**config.mk**
```make
export PLATFORM = sky130hd
export DESIGN_NAME = jmpc_ctrl
export DESIGN_NICKNAME = d
export VERILOG_FILES = /design/src/sv/jmpc_pkg.sv /design/src/sv/jmpc_ctrl.sv
export SDC_FILE = /design/constraint.sdc
export NUM_CORES = 1
export LEC_CHECK = 0
export BUFFER_PORTS_ARGS = -buffer_cell sky130_fd_sc_hd__buf_2
export CORE_MARGIN = 3
export CORE_UTILIZATION = 52
export CTS_CLUSTER_SIZE = 40
export DETAILED_ROUTE_END_ITERATION = 10
export PLACE_DENSITY = 0.92
export RECOVER_POWER = 100
export SYNTH_ARGS = -nofsm -noshare
export SYNTH_HDL_FRONTEND = slang
export SYNTH_SLANG_ARGS = --single-unit
```
**constraint.sdc**
```tcl
create_clock -name clk_i -period 4.1 [get_ports clk_i]
set_input_delay 0 -clock clk_i [delete_from_list [all_inputs] [get_ports clk_i]]
set_output_delay 0 -clock clk_i [all_outputs]
set_load 0.005 [all_outputs]
```
**src/sv/jmpc_pkg.sv**
```systemverilog
package jmpc_pkg;

  // Default sizes of the solver.
  localparam int unsigned HORIZON_DEF = 15;
  localparam int unsigned JOINTS_DEF  = 7;

  // Widths of the shared arithmetic units.
  localparam int MUL_AW = 128;
  localparam int MUL_BW = 64;
  localparam int DIV_NW = 128;
  localparam int DIV_DW = 64;

  // Fixed widths that follow from the item fields.
  localparam int VMW = 51;  // torque_limit shifted by 20 bits
  localparam int CW  = 47;  // predicted cost

  localparam logic [15:0]    PW_RESET   = 16'd100;
  localparam logic [16:0]    POS_EXTRA  = 17'd50000;
  localparam logic [23:0]    WDQ_BASE   = 24'd40000;
  localparam logic [23:0]    WDQ_LAST   = 24'd12040000;
  localparam logic [CW-1:0]  COST_MAX   = {CW{1'b1}};

  // The cost scale is 2^30 * 5^8. After the shift by 30 the quotient by 5^8 comes
  // from a product with floor(2^80 / 5^8).
  localparam logic [18:0]    COST_DIV5  = 19'd390625;
  localparam logic [63:0]    COST_RECIP = 64'd3094850098213450687;

  // Multiplier operations issued by the controller.
  typedef enum logic [3:0] {
    MOP_NX,
    MOP_NY,
    MOP_DS2,
    MOP_DS,
    MOP_XX,
    MOP_XW,
    MOP_YY,
    MOP_YW,
    MOP_VV,
    MOP_VW,
    MOP_CR
  } mop_e;

  // Divider operand selection.
  typedef enum logic [1:0] {
    DSEL_VMAX,
    DSEL_NUM
  } dsel_e;

  typedef struct packed {
    logic  load;
    logic  init;
    logic  step_next;
    logic  prep;
    logic  mul_start;
    logic  mul_acc;
    mop_e  op;
    logic  div_start;
    dsel_e dsel;
    logic  vmax_capture;
    logic  vset;
    logic  cost_init;
    logic  out_load;
  } cmd_t;

  typedef struct packed {
    logic mul_done;
    logic div_done;
    logic last_step;
  } sts_t;

endpackage

```
**src/sv/jmpc_ctrl.sv**
```systemverilog
module jmpc_ctrl import jmpc_pkg::*; (
  input  logic clk_i,
  input  logic rst_ni,
  input  logic in_valid_i,
  output logic in_stall_o,
  output logic out_valid_o,
  input  logic out_stall_i,
  input  sts_t sts_i,
  output cmd_t cmd_o
);

  typedef enum logic [3:0] {
    ST_IDLE,
    ST_INIT,
    ST_STEP,
    ST_PREP,
    ST_GO,
    ST_WAIT,
    ST_NDIV,
    ST_NWAIT,
    ST_VSET,
    ST_CINIT,
    ST_FIN
  } state_e;

  state_e state_q, state_d;
  mop_e   op_q, op_d;
  logic   out_valid_q, out_valid_d;

  always_comb begin
    state_d     = state_q;
    op_d        = op_q;
    out_valid_d = out_valid_q && out_stall_i;
    cmd_o       = '0;
    cmd_o.op    = op_q;
    cmd_o.dsel  = DSEL_VMAX;
    case (state_q)
      ST_IDLE: begin
        if (in_valid_i) begin
          cmd_o.load = 1'b1;
          state_d    = ST_INIT;
        end
      end
      ST_INIT: begin
        cmd_o.init      = 1'b1;
        cmd_o.div_start = 1'b1;
        cmd_o.dsel      = DSEL_VMAX;
        op_d            = MOP_NX;
        state_d         = ST_STEP;
      end
      ST_STEP: begin
        cmd_o.step_next = 1'b1;
        state_d         = ST_PREP;
      end
      ST_PREP: begin
        cmd_o.prep = 1'b1;
        state_d    = ST_GO;
      end
      ST_GO: begin
        cmd_o.mul_start = 1'b1;
        state_d         = ST_WAIT;
      end
      ST_WAIT: begin
        if (sts_i.mul_done) begin
          cmd_o.mul_acc = 1'b1;
          state_d       = ST_GO;
          case (op_q)
            MOP_NX:  op_d = MOP_NY;
            MOP_NY:  op_d = MOP_DS2;
            MOP_DS2: op_d = MOP_DS;
            MOP_DS: begin
              if (sts_i.last_step) begin
                state_d = ST_NDIV;
              end else begin
                op_d    = MOP_NX;
                state_d = ST_STEP;
              end
            end
            MOP_XX:  op_d = MOP_XW;
            MOP_XW:  op_d = MOP_YY;
            MOP_YY:  op_d = MOP_YW;
            MOP_YW: begin
              if (sts_i.last_step) begin
                op_d = MOP_VV;
              end else begin
                op_d    = MOP_XX;
                state_d = ST_STEP;
              end
            end
            MOP_VV:  op_d = MOP_VW;
            MOP_VW:  op_d = MOP_CR;
            MOP_CR:  state_d = ST_FIN;
            default: state_d = ST_IDLE;
          endcase
        end
      end
      ST_NDIV: begin
        if (sts_i.div_done) begin
          cmd_o.vmax_capture = 1'b1;
          cmd_o.div_start    = 1'b1;
          cmd_o.dsel         = DSEL_NUM;
          state_d            = ST_NWAIT;
        end
      end
      ST_NWAIT: begin
        if (sts_i.div_done) begin
          state_d = ST_VSET;
        end
      end
      ST_VSET: begin
        cmd_o.vset = 1'b1;
        state_d    = ST_CINIT;
      end
      ST_CINIT: begin
        cmd_o.cost_init = 1'b1;
        op_d            = MOP_XX;
        state_d         = ST_STEP;
      end
      ST_FIN: begin
        if (!out_valid_q || !out_stall_i) begin
          cmd_o.out_load = 1'b1;
          out_valid_d    = 1'b1;
          state_d        = ST_IDLE;
        end
      end
      default: state_d = ST_IDLE;
    endcase
  end

  always_ff @(posedge clk_i or negedge rst_ni) begin
    if (!rst_ni) begin
      state_q     <= ST_IDLE;
      op_q        <= MOP_NX;
      out_valid_q <= 1'b0;
    end else begin
      state_q     <= state_d;
      op_q        <= op_d;
      out_valid_q <= out_valid_d;
    end
  end

  assign in_stall_o  = (state_q != ST_IDLE);
  assign out_valid_o = out_valid_q;

endmodule

```
==> summary.md <==
| Metric | Value |
|---|---|
| Slowest cell on crit path | dfrtp_1 |
| #FFs+latches synth | 9 |
| Final setup margin | 2350 ps |
| Pre-CTS WS | 2410 ps |
| Hold_ws | 24.2 ps |
| Top Metal Used | met4 |
| CP top delay family | compound AO/OA/AOI/OAI gates |
| Worst EP required | roughly 4200 ps |
| Largest net degree at the start of global routing | 18 |
| Core Footprint | about 1300 um2 |
| Min Tclk post-route | 1750 ps |
| Layout area overhead | 16.6% |
| Post-synth EDFFs | 0 |
| Primary FF master, synth | dfrtp_1 |
| Worst VDD drop | between 300 and 400 uV |
| Register area share after synthesis | 29.9% |
| Arrival time worst endpoint | 1890 ps |
| Post-synth top area share | 29.9% |
| Fin Setup TNS | 0 ps |
| Layout cells sized above 1 | 18.0% |
| Fin crit share | 42.7% |
| Crit path launch type | flip-flop |
| Fin Clk Skew | 4.37 ps |
| Reg2reg start | state_q[1] |
| Power Dens Cells | 660 nW/um2 |
| Slew HR | roughly 66% |
| Worst-case reg-to-reg path depth | 4 |
| Final Setup Violations | 0 |
| Max Cap Viol | 0 |
| # Post-CTS Setup Buffers | 0 |
| Final net count | 130 |
| Initial Util | a little under three fifths |
| Clock Power Share | about 12% |
| Hold wc startpoint | out_stall_i |
| Via count of the first global-routing pass | about 700 |
| Mapped Cells | 103 |
| Total clock buffers created by CTS | 3 |
| Placed cell areas | 850 um2 |
| Synth Area in Compound Gates | 28.1% |
| Largest family of logic cells by synthesized area | simple AND/OR/NAND/NOR gates |
| Post-DP HPWL | 1.40 mm |
| Post-Synthesis Net Count | 110 |
| Total routing usage reported by global routing | 20.6% |
| Worst path max stage delay | 540 ps |
| Via count | 880 |
| Final Instance Area | 878 um2 |
| Count leader, synth | nand2_1 |
| Post-Synth XOR/XNOR Area | 0% |
| CTS Sinks | 9 |
| Die outline area | 1940 um2 |
| Clock tree root buffer cell | clkbuf_4 |
| Grt total ovfl | 0 |
| Fin. max-slew vios | 0 |
| Avg Cell Area, Syn | 7.31 um2 |
| Hold path endpoint | out_valid_o |
| Part of the power in registers | 37.5% |
| NetSw | 0.282 mW |
| # port buffers | 24 |
| Fin. Hold Viols | 0 |
| Sw Ratio | between 40% and 50% |
| Max Root-Sink Buffers | 2 |
| Critical path class | reg2reg |
| Top-Level Pins | 26 |
| TritonCTS clock tree | yes |
| Crit-path max FO | 16 |
| Distinct cells, synth | 39 |
| Fin cells | 137 |
| Routed vias/inst | 6.42 |
| Simple-gate share of the synthesized area | 34.4% |
| WL met1 | 871 um |
| Reg2reg end | op_q[2] |
| WL met3 | 173 um |
| Yosys warning count | 0 |
| Achievable Freq | 571 MHz |
| Final wirelength | 1.95 mm |
| R2R Setup Slk | 2350 ps |
| Synth area leaders | dfrtp_1 30%, a21oi_1 5.3%, nand2_1 5.0% |
| Drt drc | 0 |
| Die Span X | 44.1 um |
| P_leak | about 0.44 nW |
| CTS H-tree lvls | 1 |
| Pwr Total | 0.580 mW |
| Adder-Cell Fraction of Synth Area | 0% |
| Clk_lat worst skew | about 260 ps |
| Die H | around 44 um |
| Bufs and invs on worst path | 0 |
| Filler cell count | ~130 |
| First-pass GRT wire length | 3.04 mm |
| Wire length on met2 | 890 um |
| Clock-pin slew on the worst setup and hold paths | ~70 ps |
| Pint | 0.298 mW |
| Commonest cells in the netlist | 10 x nand2_1, 9 x dfrtp_1, 8 x a21oi_1, 8 x clkbuf_1, 7 x nor2_1 |
| Placed Instances | 132 |
| DR iter-0 viols | 31 |
| Mapped Area | roughly 750 um2 |
| Avg WL per Cell | approximately 14 um |
| Number of cell rows | 13 |
| RSZ-0062 raised after global routing | no |
| Crit path cell chain | and4bb_1, o31ai_1, o21a_1, a211o_1 |
| CP endpoint kind | flip-flop |
| Comb power frac | 50.3% |
| Min-delay worst type | in2reg |
| Status | complete, no violations |
| Final Util | 65.9% |
| Worst slew pin tran | 509 ps |
| Post-synth ARST share | between 90% and 100% |
| Antenna violations before repair | 0 |
| First-pass iteration count of the detailed router | 4 |
| Post-synthesis mux area share | 0% |
| Hold path depth | 3 |
| RD Place Congestion | 0.950 |
| Antenna-violating nets left | 0 |
| N_diodes | 0 |
| Largest area contributor in the netlist | dfrtp_1 |
-- worst min-delay path, cell delays in order --
cell and delay, ps:
buf_2 90, nand2_1 80, nand2_1 80
-- cell families (layout without fill, tap and decap cells) --
logic type | count (synthesis) | in the layout
other | 1 | 1
buffers and inverters | 13 | 32
and+or+nand+nor | 47 | 47
DFF | 9 | 9
AOI/OAI and AO/OA | 33 | 33
-- final cells by class --
cell class / count / area (um2) / share of cell area (%)
Clock buffer: 4 / 26.3 / 2.99
Inverter: 3 / 11.3 / 1.28
Multi-Input combinational cell: 81 / 474 / 54.0
Sequential cell: 9 / 225 / 25.6
Tap cell: 15 / 18.8 / 2.14
Timing Repair Buffer: 25 / 123 / 14.0
-- power by group through the flow --
stage	clock network (mW)	logic, mW	registers, mW
floorplan	0	0.275	0.146
global placement	0	0.281	0.210
detailed placement	0	0.290	0.218
CTS	0.0707	0.296	0.215
global route	0.0742	0.324	0.229
finish	0.0706	0.291	0.218
-- layout by cell type, fill, tap and decap left out, types with 3 or more instances in the layout --
cell type / n
nor3_1: 6
nand3_1: 3
o21ai_0: 6
a21oi_1: 8
nand2_1: 10
clkbuf_4: 3
and3_1: 4
nor2_1: 7
dfrtp_1: 9
clkbuf_1: 7
a31oi_1: 4
buf_2: 17
nand2b_1: 3
-- flip-flops by register name, indices dropped and copies added (netlist names) --
signal	cells
op_q	4
out_valid_o	1
state_q	4
-- worst max-delay path by stage --
stage / startpoint / to / cells past startpoint
floorplan: state_q[1] / op_q[2] / 4
global placement: state_q[1] / op_q[2] / 4
detailed placement: state_q[1] / op_q[2] / 4
CTS: state_q[1] / op_q[2] / 4
global route: state_q[0] / op_q[2] / 4
finish: state_q[1] / op_q[2] / 4
-- layer usage --
layer  vias to the layer above  global-route usage (%)
li1                        415                       -
met5                         -                       0
met1                       406                    28.9
met4                         0                    6.63
met3                         2                    3.66
met2                        57                    32.0
-- repair_timing --
item / 4_1_cts / 5_1_grt
gates resized for setup: 0 / 0
hold endpoints to repair: 9 / 0
setup endpoints to repair: 0 / 0
hold buffers: 1 / 0
(Power assumes the default switching activity.)
